File: src/rtl/hrlp_pkg.sv
`default_nettype none

package hrlp_pkg;

  // Parser phase codes
  localparam logic [3:0] PH_METHOD      = 4'd0;
  localparam logic [3:0] PH_SP_METHOD   = 4'd1;
  localparam logic [3:0] PH_URI         = 4'd2;
  localparam logic [3:0] PH_SP_URI      = 4'd3;
  localparam logic [3:0] PH_H           = 4'd4;
  localparam logic [3:0] PH_HT          = 4'd5;
  localparam logic [3:0] PH_HTT         = 4'd6;
  localparam logic [3:0] PH_HTTP        = 4'd7;
  localparam logic [3:0] PH_SLASH       = 4'd8;
  localparam logic [3:0] PH_MAJOR_START = 4'd9;
  localparam logic [3:0] PH_MAJOR       = 4'd10;
  localparam logic [3:0] PH_DOT         = 4'd11;
  localparam logic [3:0] PH_AFTER_MINOR = 4'd12;
  localparam logic [3:0] PH_SP_VERSION  = 4'd13;

  // Item kinds
  localparam logic [1:0] KIND_NONE   = 2'd0;
  localparam logic [1:0] KIND_METHOD = 2'd1;
  localparam logic [1:0] KIND_URI    = 2'd2;

  // Error codes
  localparam logic [3:0] ERR_NONE        = 4'd0;
  localparam logic [3:0] ERR_MISSING_URI = 4'd1;
  localparam logic [3:0] ERR_BAD_METHOD  = 4'd2;
  localparam logic [3:0] ERR_BAD_URI     = 4'd3;
  localparam logic [3:0] ERR_LITERAL     = 4'd4;
  localparam logic [3:0] ERR_NOT_DIGIT   = 4'd5;
  localparam logic [3:0] ERR_DOT_LAST    = 4'd6;
  localparam logic [3:0] ERR_JUNK        = 4'd7;
  localparam logic [3:0] ERR_BAD_VERSION = 4'd8;
  localparam logic [3:0] ERR_INCOMPLETE  = 4'd9;

  // Version codes
  localparam logic [2:0] VER_0_9 = 3'd0;
  localparam logic [2:0] VER_1_0 = 3'd1;
  localparam logic [2:0] VER_1_1 = 3'd2;
  localparam logic [2:0] VER_2_0 = 3'd3;
  localparam logic [2:0] VER_3_0 = 3'd4;

  // Characters
  localparam logic [7:0] CH_SPACE = 8'h20;
  localparam logic [7:0] CH_TAB   = 8'h09;
  localparam logic [7:0] CH_DOT   = 8'h2E;

  // Parser state carried from byte to byte
  typedef struct packed {
    logic [3:0] phase;
    logic [3:0] major;
    logic [3:0] minor;
    logic       method_nonempty;
    logic [3:0] sticky_error;
  } state_t;

  // One result item
  typedef struct packed {
    logic [1:0] kind;
    logic [7:0] char_out;
    logic       line_done;
    logic [3:0] error;
    logic [2:0] version;
  } result_t;

  localparam state_t STATE_RESET = '{
    phase: PH_METHOD, major: 4'd0, minor: 4'd0,
    method_nonempty: 1'b0, sticky_error: ERR_NONE
  };

endpackage

`default_nettype wire

File: src/rtl/http_request_line_parser_unit.sv
// HTTP request line parser.
// Input channel (in_*): one line byte per item in in_tdata, in_tlast set on
// the final byte of the line. Output channel (out_*): exactly one result
// item per input item, in order. out_tuser carries the kind (none, method
// byte, URI byte), out_tdata the passed byte, the error code and the version
// code; out_tlast marks the result of the line's final byte, which is the
// only item with a meaningful error and version.
// The byte sits in an input register, combinational phase logic computes the
// result and next parser state, and the result lands in the output register.
// Throughput: one byte per cycle while out_tready holds; the parser state
// feeds back through a single register, so items follow each other back to back.
// Reset clears both register stages and returns the parser to the method
// phase with no error pending. When the receiver stalls, the output register
// holds its item and the input register holds one more; in_tready falls only
// when both are full, and rises again in the cycle out_tready returns.
`default_nettype none

module http_request_line_parser_unit (
  input  wire logic        clk,
  input  wire logic        rst_n,
  input  wire logic        in_tvalid,
  output logic             in_tready,
  input  wire logic [7:0]  in_tdata,   // [7:0] byte_in
  input  wire logic        in_tlast,
  output logic             out_tvalid,
  input  wire logic        out_tready,
  output logic [15:0]      out_tdata,  // [7:0] char_out, [11:8] error, [14:12] version
  output logic [1:0]       out_tuser,  // [1:0] kind
  output logic             out_tlast
);

  logic              in_vld_r;
  logic [7:0]        in_byte_r;
  logic              in_last_r;
  logic              out_vld_r;
  hrlp_pkg::result_t out_res_r;
  hrlp_pkg::state_t  state_r;
  hrlp_pkg::state_t  state_nxt;
  hrlp_pkg::result_t res_nxt;
  logic              adv;

  // Stage 1 item moves to the output register when that register frees up
  assign adv       = in_vld_r && (!out_vld_r || out_tready);
  assign in_tready = !in_vld_r || adv;

  // Input register
  always_ff @(posedge clk) begin
    if (!rst_n) begin
      in_vld_r <= 1'b0;
    end else if (in_tready) begin
      in_vld_r <= in_tvalid;
    end
  end

  always_ff @(posedge clk) begin
    if (in_tready && in_tvalid) begin
      in_byte_r <= in_tdata;
      in_last_r <= in_tlast;
    end
  end

  hrlp_step u_step (
    .byte_in (in_byte_r),
    .last    (in_last_r),
    .st      (state_r),
    .st_nxt  (state_nxt),
    .res     (res_nxt)
  );

  // Parser state
  always_ff @(posedge clk) begin
    if (!rst_n) begin
      state_r <= hrlp_pkg::STATE_RESET;
    end else if (adv) begin
      state_r <= state_nxt;
    end
  end

  // Output register
  always_ff @(posedge clk) begin
    if (!rst_n) begin
      out_vld_r <= 1'b0;
    end else if (!out_vld_r || out_tready) begin
      out_vld_r <= in_vld_r;
    end
  end

  always_ff @(posedge clk) begin
    if (adv) begin
      out_res_r <= res_nxt;
    end
  end

  assign out_tvalid = out_vld_r;
  assign out_tdata  = {1'b0, out_res_r.version, out_res_r.error, out_res_r.char_out};
  assign out_tuser  = out_res_r.kind;
  assign out_tlast  = out_res_r.line_done;

`ifndef SYNTH
  // Only the end-of-line item reports an error or a version
  a_report_on_last: assert property (@(posedge clk) disable iff (!rst_n)
    out_vld_r && !out_res_r.line_done |->
      out_res_r.error == hrlp_pkg::ERR_NONE && out_res_r.version == 3'd0)
    else $error("error or version reported before end of line");

  // A nonzero version only comes with a clean line
  a_version_clean: assert property (@(posedge clk) disable iff (!rst_n)
    out_vld_r && out_res_r.version != 3'd0 |->
      out_res_r.error == hrlp_pkg::ERR_NONE)
    else $error("version reported alongside an error");

  // A byte that is not passed through shows as zero
  a_char_zero: assert property (@(posedge clk) disable iff (!rst_n)
    out_vld_r && out_res_r.kind == hrlp_pkg::KIND_NONE |-> out_res_r.char_out == 8'd0)
    else $error("char_out nonzero with kind none");

  // End of line returns the parser to the method phase with no error
  a_line_reset: assert property (@(posedge clk) disable iff (!rst_n)
    adv && in_last_r |=>
      state_r.phase == hrlp_pkg::PH_METHOD && state_r.sticky_error == hrlp_pkg::ERR_NONE)
    else $error("parser state not cleared after end of line");

  // A pending error is kept until the line ends
  a_sticky_holds: assert property (@(posedge clk) disable iff (!rst_n)
    adv && !in_last_r && state_r.sticky_error != hrlp_pkg::ERR_NONE |=>
      $stable(state_r.sticky_error))
    else $error("sticky error changed within a line");
`endif

endmodule

`default_nettype wire

File: src/rtl/hrlp_step.sv
`default_nettype none

module hrlp_step (
  input  wire logic [7:0]      byte_in,
  input  wire logic            last,
  input  wire hrlp_pkg::state_t st,
  output hrlp_pkg::state_t     st_nxt,
  output hrlp_pkg::result_t    res
);

  function automatic logic is_blank(input logic [7:0] c);
    return (c == hrlp_pkg::CH_SPACE) || (c == hrlp_pkg::CH_TAB);
  endfunction

  function automatic logic is_digit(input logic [7:0] c);
    return (c >= 8'h30) && (c <= 8'h39);
  endfunction

  function automatic logic is_upper(input logic [7:0] c);
    return (c >= 8'h41) && (c <= 8'h5A);
  endfunction

  // URI set: letters, digits, the unreserved / sub-delimiter marks and : @ / ?
  function automatic logic is_uri_char(input logic [7:0] c);
    logic ok;
    ok = is_upper(c) || ((c >= 8'h61) && (c <= 8'h7A)) || is_digit(c);
    case (c)
      8'h2D, 8'h2E, 8'h5F, 8'h7E, 8'h21, 8'h24, 8'h26, 8'h27, 8'h28, 8'h29,
      8'h2A, 8'h2B, 8'h2C, 8'h3B, 8'h3D, 8'h3A, 8'h40, 8'h2F, 8'h3F: ok = 1'b1;
      default: ;
    endcase
    return ok;
  endfunction

  // Literal byte expected in each "HTTP/" phase
  function automatic logic [7:0] lit_char(input logic [3:0] ph);
    logic [7:0] ch;
    unique case (ph) inside
      hrlp_pkg::PH_SP_URI, hrlp_pkg::PH_H: ch = 8'h48;
      hrlp_pkg::PH_HT, hrlp_pkg::PH_HTT:   ch = 8'h54;
      hrlp_pkg::PH_HTTP:                   ch = 8'h50;
      default:                             ch = 8'h2F;
    endcase
    return ch;
  endfunction

  logic [3:0] byte_err;
  logic [7:0] major_acc;
  logic [3:0] line_err;
  logic [2:0] ver;
  logic       ver_ok;
  logic [1:0] kind;
  hrlp_pkg::state_t st_mid;

  // major * 10 + digit; digit value is the low nibble of an ASCII digit
  assign major_acc = {1'b0, st.major, 3'b000} + {3'b000, st.major, 1'b0}
                   + {4'd0, byte_in[3:0]};

  // Per-byte phase transition
  always_comb begin
    st_mid   = st;
    byte_err = hrlp_pkg::ERR_NONE;
    kind     = hrlp_pkg::KIND_NONE;
    if (st.sticky_error == hrlp_pkg::ERR_NONE) begin
      unique case (st.phase) inside
        hrlp_pkg::PH_METHOD: begin
          if (last) begin
            byte_err = hrlp_pkg::ERR_MISSING_URI;
          end else if (is_blank(byte_in)) begin
            if (!st.method_nonempty) byte_err = hrlp_pkg::ERR_INCOMPLETE;
            else                     st_mid.phase = hrlp_pkg::PH_SP_METHOD;
          end else if (!is_upper(byte_in)) begin
            byte_err = hrlp_pkg::ERR_BAD_METHOD;
          end else begin
            st_mid.method_nonempty = 1'b1;
            kind = hrlp_pkg::KIND_METHOD;
          end
        end
        hrlp_pkg::PH_SP_METHOD, hrlp_pkg::PH_URI: begin
          if (is_blank(byte_in)) begin
            if (st.phase == hrlp_pkg::PH_URI) st_mid.phase = hrlp_pkg::PH_SP_URI;
          end else if (!is_uri_char(byte_in)) begin
            byte_err = hrlp_pkg::ERR_BAD_URI;
          end else begin
            st_mid.phase = hrlp_pkg::PH_URI;
            kind         = hrlp_pkg::KIND_URI;
          end
        end
        hrlp_pkg::PH_SP_URI, hrlp_pkg::PH_H, hrlp_pkg::PH_HT, hrlp_pkg::PH_HTT,
        hrlp_pkg::PH_HTTP, hrlp_pkg::PH_SLASH: begin
          if (st.phase == hrlp_pkg::PH_SP_URI && is_blank(byte_in)) begin
            st_mid.phase = hrlp_pkg::PH_SP_URI;
          end else if (byte_in != lit_char(st.phase)) begin
            byte_err = hrlp_pkg::ERR_LITERAL;
          end else if (st.phase == hrlp_pkg::PH_SP_URI) begin
            st_mid.phase = hrlp_pkg::PH_HT;
          end else begin
            st_mid.phase = st.phase + 4'd1;
          end
        end
        hrlp_pkg::PH_MAJOR_START: begin
          if (!is_digit(byte_in)) begin
            byte_err = hrlp_pkg::ERR_NOT_DIGIT;
          end else begin
            st_mid.major = byte_in[3:0];
            st_mid.phase = hrlp_pkg::PH_MAJOR;
          end
        end
        hrlp_pkg::PH_MAJOR: begin
          if (byte_in == hrlp_pkg::CH_DOT) begin
            if (last) byte_err = hrlp_pkg::ERR_DOT_LAST;
            else      st_mid.phase = hrlp_pkg::PH_DOT;
          end else if (!is_digit(byte_in)) begin
            byte_err = hrlp_pkg::ERR_NOT_DIGIT;
          end else begin
            // saturate the major number at 15
            st_mid.major = (major_acc > 8'd15) ? 4'd15 : major_acc[3:0];
          end
        end
        hrlp_pkg::PH_DOT: begin
          if (!is_digit(byte_in)) begin
            byte_err = hrlp_pkg::ERR_NOT_DIGIT;
          end else begin
            st_mid.minor = byte_in[3:0];
            st_mid.phase = hrlp_pkg::PH_AFTER_MINOR;
          end
        end
        hrlp_pkg::PH_AFTER_MINOR, hrlp_pkg::PH_SP_VERSION: begin
          if (!is_blank(byte_in)) byte_err = hrlp_pkg::ERR_JUNK;
          else                    st_mid.phase = hrlp_pkg::PH_SP_VERSION;
        end
        default: begin
          st_mid.phase = hrlp_pkg::PH_METHOD;
          byte_err     = hrlp_pkg::ERR_INCOMPLETE;
        end
      endcase
      if (byte_err != hrlp_pkg::ERR_NONE) begin
        st_mid.sticky_error = byte_err;
        kind                = hrlp_pkg::KIND_NONE;
      end
    end
  end

  // Version lookup on the final major/minor pair
  always_comb begin
    ver_ok = 1'b1;
    ver    = hrlp_pkg::VER_0_9;
    if      (st_mid.major == 4'd0 && st_mid.minor == 4'd9) ver = hrlp_pkg::VER_0_9;
    else if (st_mid.major == 4'd1 && st_mid.minor == 4'd0) ver = hrlp_pkg::VER_1_0;
    else if (st_mid.major == 4'd1 && st_mid.minor == 4'd1) ver = hrlp_pkg::VER_1_1;
    else if (st_mid.major == 4'd2 && st_mid.minor == 4'd0) ver = hrlp_pkg::VER_2_0;
    else if (st_mid.major == 4'd3 && st_mid.minor == 4'd0) ver = hrlp_pkg::VER_3_0;
    else ver_ok = 1'b0;
  end

  // End-of-line report and state return
  always_comb begin
    line_err = st_mid.sticky_error;
    if (line_err == hrlp_pkg::ERR_NONE &&
        st_mid.phase != hrlp_pkg::PH_AFTER_MINOR &&
        st_mid.phase != hrlp_pkg::PH_SP_VERSION) begin
      line_err = hrlp_pkg::ERR_INCOMPLETE;
    end
    if (line_err == hrlp_pkg::ERR_NONE && !ver_ok) line_err = hrlp_pkg::ERR_BAD_VERSION;

    res.kind      = kind;
    res.char_out  = (kind != hrlp_pkg::KIND_NONE) ? byte_in : 8'd0;
    res.line_done = last;
    res.error     = last ? line_err : hrlp_pkg::ERR_NONE;
    res.version   = (last && line_err == hrlp_pkg::ERR_NONE) ? ver : 3'd0;
    st_nxt        = last ? hrlp_pkg::STATE_RESET : st_mid;
  end

endmodule

`default_nettype wire
File: config.mk
export PLATFORM = sky130hd
export DESIGN_NAME = http_request_line_parser_unit
export DESIGN_NICKNAME = d
export VERILOG_FILES = /design/src/rtl/hrlp_pkg.sv /design/src/rtl/http_request_line_parser_unit.sv /design/src/rtl/hrlp_step.sv
export SDC_FILE = /design/constraint.sdc
export NUM_CORES = 1
export LEC_CHECK = 0
export BUFFER_PORTS_ARGS = -buffer_cell sky130_fd_sc_hd__buf_2
export CAP_MARGIN = 40
export CORE_MARGIN = 2
export CORE_UTILIZATION = 65
export DETAILED_ROUTE_END_ITERATION = 12
export HOLD_SLACK_MARGIN = 0.06
export PLACE_DENSITY = 0.94
export SYNTH_ARGS = -nofsm -noshare
export SYNTH_HDL_FRONTEND = slang
export SYNTH_HIERARCHICAL = 1
export SYNTH_SLANG_ARGS = --single-unit
File: constraint.sdc
create_clock -name clk -period 5 [get_ports clk]
set_input_delay 1 -clock clk [delete_from_list [all_inputs] [get_ports clk]]
set_output_delay 1 -clock clk [all_outputs]
set_load 0.05 [all_outputs]
**Word-level counts from Yosys, hierarchy flattened**

Index checks and enable logic that the tools add are counted.

- Register bits: 46
- Logic and storage cells: 185
- Input bits: 13
- Output and inout bits: 21

- Bitwise gates (word level): 1
- Multiplexer cells: 69
- $lt $le $gt $ge: 7
- Reduce and logical (&&, ||, !) cells: 46
- Eq/ne operators: 43
- $add $sub $neg: 3

Operators with widths:

| cell | number |
|---|---|
| == test 8 x 6 -> 1 bit (second input constant) | 17 |
| two-way mux 4 bit | 27 |
| two-way mux 17 bit | 2 |
| two-way mux 8 bit | 4 |
| == test 4 bit (second input constant) | 7 |
| zero test 4 bit | 7 |
| one-hot mux 4 bit (7 select lines) | 1 |
| == test 8 x 7 -> 1 bit (second input constant) | 3 |
| one-hot mux 4 bit (6 select lines) | 1 |
| one-hot mux 7 bit (3 select lines) | 1 |
| two-way mux 2 bit | 10 |
| OR reduction 19 bit | 1 |
| == test 4 x 2 -> 1 bit (second input constant) | 4 |
| == test 4 x 3 -> 1 bit (second input constant) | 4 |
| greater-or-equal comparator 8 x 7 -> 1 bit (second input constant) | 2 |
| <= comparator 8 x 7 -> 1 bit (second input constant) | 2 |
| two-way mux 1 bit | 16 |
| logical AND 1 bit | 15 |
| two-way mux 3 bit | 5 |
| == test 4 x 1 -> 1 bit (second input constant) | 3 |
| OR reduction 2 bit | 6 |
| adder 7 x 5 -> 8 bit | 1 |
| adder 8 x 4 -> 8 bit | 1 |
| == test 8 x 4 -> 1 bit (second input constant) | 1 |
| 18 further kinds | 28 |

**Logic depth before layout (Yosys ltp)**

- Depth after elaboration: 29
- Gate-level depth with buffers: 13
- Mapped depth without buffers: 13

**Cells and area by module**

The synthesis kept the hierarchy.

Modules (own cells, without submodules):

| module | instances | seq. area each (sq um) | cells an instance | area an instance (sq um) |
|---|---|---|---|---|
| hrlp_step | 1 | 0.0 | 300 | 1974.4 |
| http_request_line_parser_unit | 1 | 1191.1 | 112 | 1594.0 |

**Least setup slack after synthesis**

No wires, ideal clock.

- Path kind: register -> register
- From: register in_byte_r[3]
- To: register out_res_r (netlist bit out_tdata[11]), data pin
- Period minus slack after synthesis: 3155 ps
- Slack: 1845 ps
- Stages on the path, launching flop included: 13
- Arrival: 2900 ps
- Buffers on the path: 0
- Required time: 4746 ps
- Setup time: 254 ps
- Cell sequence: edfxtp_1 > fa_1 > inv_1 > fa_1 > nor2b_1 > a21oi_1 > o21ai_0 > a2bb2oi_1 > nand2_1 > o22ai_1 > and4_1 > a21oi_1 > o21a_1

- Word-level cells in the longest chain between the ends: 22
- Elaborated cells on any way between the ends: 101
- Those cells by class: add/sub: 1; order compare: 7; eq/ne: 29; mux: 42; reduce/logical: 22

RTL lines:

| element | line | source |
|---|---|---|
| start, declared | http_request_line_parser_unit.sv:33 | `logic [7:0] in_byte_r;` |
| start signal, assigned | http_request_line_parser_unit.sv:57 | `in_byte_r <= in_tdata;` |
| greater-or-equal comparator 8 x 7 -> 1 bit (tied with other cells) | hrlp_step.sv:20 | `return (c >= 8'h41) && (c <= 8'h5A);` |
| logical AND 1 bit (on tied branches) | hrlp_step.sv:20, hrlp_step.sv:26 |  |
| logical OR 1 bit (2 in a row) | hrlp_step.sv:26 | `ok = is_upper(c) \|\| ((c >= 8'h61) && (c <= 8'h7A)) \|\| is_digit(c);` |
| two-way mux 1 bit | hrlp_step.sv:27 | `case (c)` |
| two-way mux 1 bit | hrlp_step.sv:80 | `if (is_blank(byte_in)) begin` |
| two-way mux 1 bit | hrlp_step.sv:65 | `unique case (st.phase) inside` |
| two-way mux 1 bit | hrlp_step.sv:64 | `if (st.sticky_error == hrlp_pkg::ERR_NONE) begin` |
| two-way mux 2 bit | hrlp_step.sv:82 | `end else if (!is_uri_char(byte_in)) begin` |
| two-way mux 2 bit | hrlp_step.sv:80 |  |
| one-hot mux 4 bit (6 select lines) | hrlp_step.sv:65 |  |
| two-way mux 4 bit | hrlp_step.sv:64 |  |
| nonzero test 4 bit | hrlp_step.sv:137 | `if (byte_err != hrlp_pkg::ERR_NONE) begin` |
| two-way mux 4 bit | hrlp_step.sv:137 |  |
| two-way mux 17 bit (*) | hrlp_step.sv:64 |  |
| parallel branches: the longest is 6 deep, another holds == test 4 x 2 -> 1 bit | - |  |
| two-way mux 4 bit (*) | hrlp_step.sv:164 | `if (line_err == hrlp_pkg::ERR_NONE && !ver_ok) line_err = hrlp_pkg::ERR_BAD_VERSION;` |
| end signal, assigned | http_request_line_parser_unit.sv:90 | `out_res_r <= res_nxt;` |
| end, declared | http_request_line_parser_unit.sv:36 | `hrlp_pkg::result_t out_res_r;` |

Every way passes the cells marked *. The select of a mux whose other input is x is not followed.
A chain may end at the register's enable or synchronous reset.

**Final worst setup path**

- From: register in_byte_r[2]
- To: register out_res_r (netlist bit out_tdata[11]), data pin

The elaborated chain is that of the path after synthesis.

==> out/qor.yml <==
hold_path:
  min_from: "state_r[8]"
  hold_path.class: "flip-flop to flip-flop"
  whs_path_depth: 2
  hold_path_end: "state_r[8]"
worst_setup_path:
  path_class: "flip-flop to flip-flop"
  crit_required_ns: 5.05
  cp-startpoint: "in_byte_r[2]"
  worstPathArrival_ns: 3.94
  r2r-end: "out_tdata[11]"
  startpoint_type: "flip-flop"
  rrSetupSlack_ns: 1.11
  critPathCaptureType: "flip-flop"
  r2r_cells: 13
  crit_path_max_fanout: 20
  regToRegStartpoint: "in_byte_r[2]"
timing:
  max-slew-margin-rel_pct: 47.1
  finalSetupTns_ns: 0
  worst_pin_slew_ns: 0.794
  period_needed_ns: 3.89
  fmax_mhz: 257
  rsz0062_at_grt: "false"
  setup_viol: 0
  clock_skew_ns: 0.00501
  min_period_over_period_pct: 77.8
  slew_violations: 0
  setup_ws_ns: 1.11
  hold_viol: 0
floorplan:
  die-area_um2: 6100
  start_util_pct: 68.6
  die_w_um: 78.1
  fp.dieH_um: 78.1
  row_count: 26
  ioPinCount: 34
  design.core.area_um2: 5200
placement:
  io_buffer_count: 32
  dp_slack_ns: 1.19
  gp_congestion: 0.987
  placed_cells: 483
  dp_hpwl_um: 6410
synthesis:
  synth_cells: 412
  ys_top_cells_by_count: "nand2_1 (48), nor2_1 (45), edfxtp_1 (27)"
  synth_edf_count: 27
  synthTopCellsByArea: "edfxtp_1 (23%), dfxtp_1 (11%), mux2i_1 (7.0%), nand2_1 (5.0%), nor2_1 (4.7%)"
  ys_types: 80
  ys_seq_area_share_pct: 33.4
  synth_flop_cell: "edfxtp_1"
  yosysTopAreaCell: "edfxtp_1"
  syn_area_um2: 3570
  synth_fp_nets: 438
  synth_area_per_cell_um2: 8.66
  yosysMostFrequentCell: "nand2_1"
  synth_top_area_share_pct: 22.7
  ys_ff_latch: 46
  yosysWarnings: 6
  async_reset_ff_share_pct: 0
power:
  p_leak_uw: 0.00143
  power_density_nw_per_um2: 204
  ir_worst_vdd_uv: 194
  finalPower_uw: 767
cts:
  cts_sinks: 46
  htreeDepth: 2
  numCtsBuffers: 5
  cts_hold_buf: 0
  root_buffer: "clkbuf_8"
  post_cts_buffers: 0
  clk_path_buf_depth: 2
  clkTransAtPathRegs_ns: 0.08
  clock_latency_ns: 0.29
  cts_resized: 0
  cts_tree: "yes"
job:
  drv_cap: 0
outcome:
  status: "finished clean"
grt:
  grt_pass1_vias: 2862
  track_usage_pct: 29.9
  grt_max_degree: 37
  antenna_found_initial: 0
  grt_pass1_wl_um: 14500
  overflow: 0
cells_and_area:
  insertedDiodeCount: 0
  synthToLayoutAreaGrowth_pct: 5.33
  fillers: 396
  drive_gt1_share_pct: 14.7
  finalNonFillerCells: 491
  nets: 446
detailed_routing:
  vias: 3223
  drtIter0Drc: 377
  drc_errors: 0
  viasPerCell: 6.56
  post_drt_wl_per_cell_um: 18.0
  dr.pass1.iters: 5
  routed_wl_um: 8830
  drtAntennaViolNets: 0
## state kept, by name, summed over array words and instances, names as in the netlist
name        cells
in_byte_r       8
in_last_r       1
in_vld_r        1
out_tdata      15
out_tlast       1
out_tuser       2
out_tvalid      1
state_r        17
## placed cells by master, fill, tap and decap left out, drive strengths merged, types with 3 or more instances in the layout
master   synthesis  layout
o22ai            3       3
nor4             5       5
nand2b           3       3
clkbuf          18       6
nand2           48      48
o211ai           5       5
edfxtp          27      27
mux2i           25      25
or4              3       3
and3b            4       4
nor3b            5       5
o32ai            4       4
o2111ai          5       5
nand3            6       6
nor2b           10      10
a21oi           22      22
buf             15      34
or3              5       5
dfxtp           19      19
nand4            3       3
nor3            17      17
nor2            45      45
a31oi            5       5
inv             13      13
and2            16      16
and3             3       3
o31ai            3       3
o21ai           13      13
a221oi           5       5
ha              11      11
o21a             4       4
## layer usage
layer	GRT usage, %	routed length, µm	up-vias
li1	-	-	1525
met1	41.3	3700	1498
met2	48.0	4230	168
met3	4.02	602	32
met4	11.8	295	0
met5	0	0	-
## metrics by stage
stage	util [%]	instance area (µm²)	hold slack, ns
2_1_floorplan	-	3570	0.434
3_3_place_gp	70.2	3650	0.444
3_5_place_dp	70.6	3680	0.461
4_1_cts	72.2	3760	0.471
5_1_grt	72.2	3760	0.485
6_report	72.2	3760	0.467
## worst max path at each step
stage,end,slack [ns],depth (start not counted)
floorplan,out_tdata[11],1.85,12
global placement,out_tdata[11],1.27,9
detailed placement,out_tdata[11],1.19,13
CTS,out_tdata[11],1.17,13
global route,out_tdata[11],0.90,13
finish,out_tdata[11],1.11,13
## logic make-up (layout without fill, tap and decap cells)
| logic type | after synthesis | count (layout) | synth area share (%) |
|---|---|---|---|
| AO/OA/AOI/OAI | 93 | 93 | 19.7 |
| XOR/XNOR | 2 | 2 | 0.491 |
| adder cells (fa/ha/maj) | 13 | 13 | 4.98 |
| buffers and inverters | 46 | 55 | 6.07 |
| flip-flops | 46 | 46 | 33.4 |
| multiplexers | 26 | 26 | 7.33 |
| other | 2 | 2 | 0.210 |
| AND/OR/NAND/NOR | 184 | 184 | 27.9 |
## area by class of cell
class	instances	area, µm²	area share (%)
flip-flops and latches	46	1190	31.7
clock buffers	6	72.6	1.93
repair buffers	34	184	4.89
well taps	70	87.6	2.33
multi-input cells	320	2170	57.6
inverters	13	48.8	1.30
clock inverters	2	8.76	0.233
## where the power goes
part           leakage, µW  internal [µW]  total [µW]  switching, µW
clock            0.0000426           96.2         211            115
sequential        0.000416            414         434           20.6
combinational     0.000976           41.2         121           80.2
## worst max-delay path: stages (launching register included)
cell,delay [ns]
edfxtp_1,0.68
ha_1,0.42
ha_1,0.18
inv_1,0.07
fa_1,0.43
nor2b_1,0.14
a21oi_1,0.23
o21ai_0,0.15
a2bb2oi_1,0.42
nand2_1,0.18
o22ai_1,0.18
and4_1,0.30
a21oi_1,0.09
o21a_1,0.17
(Power assumes the default switching activity.)
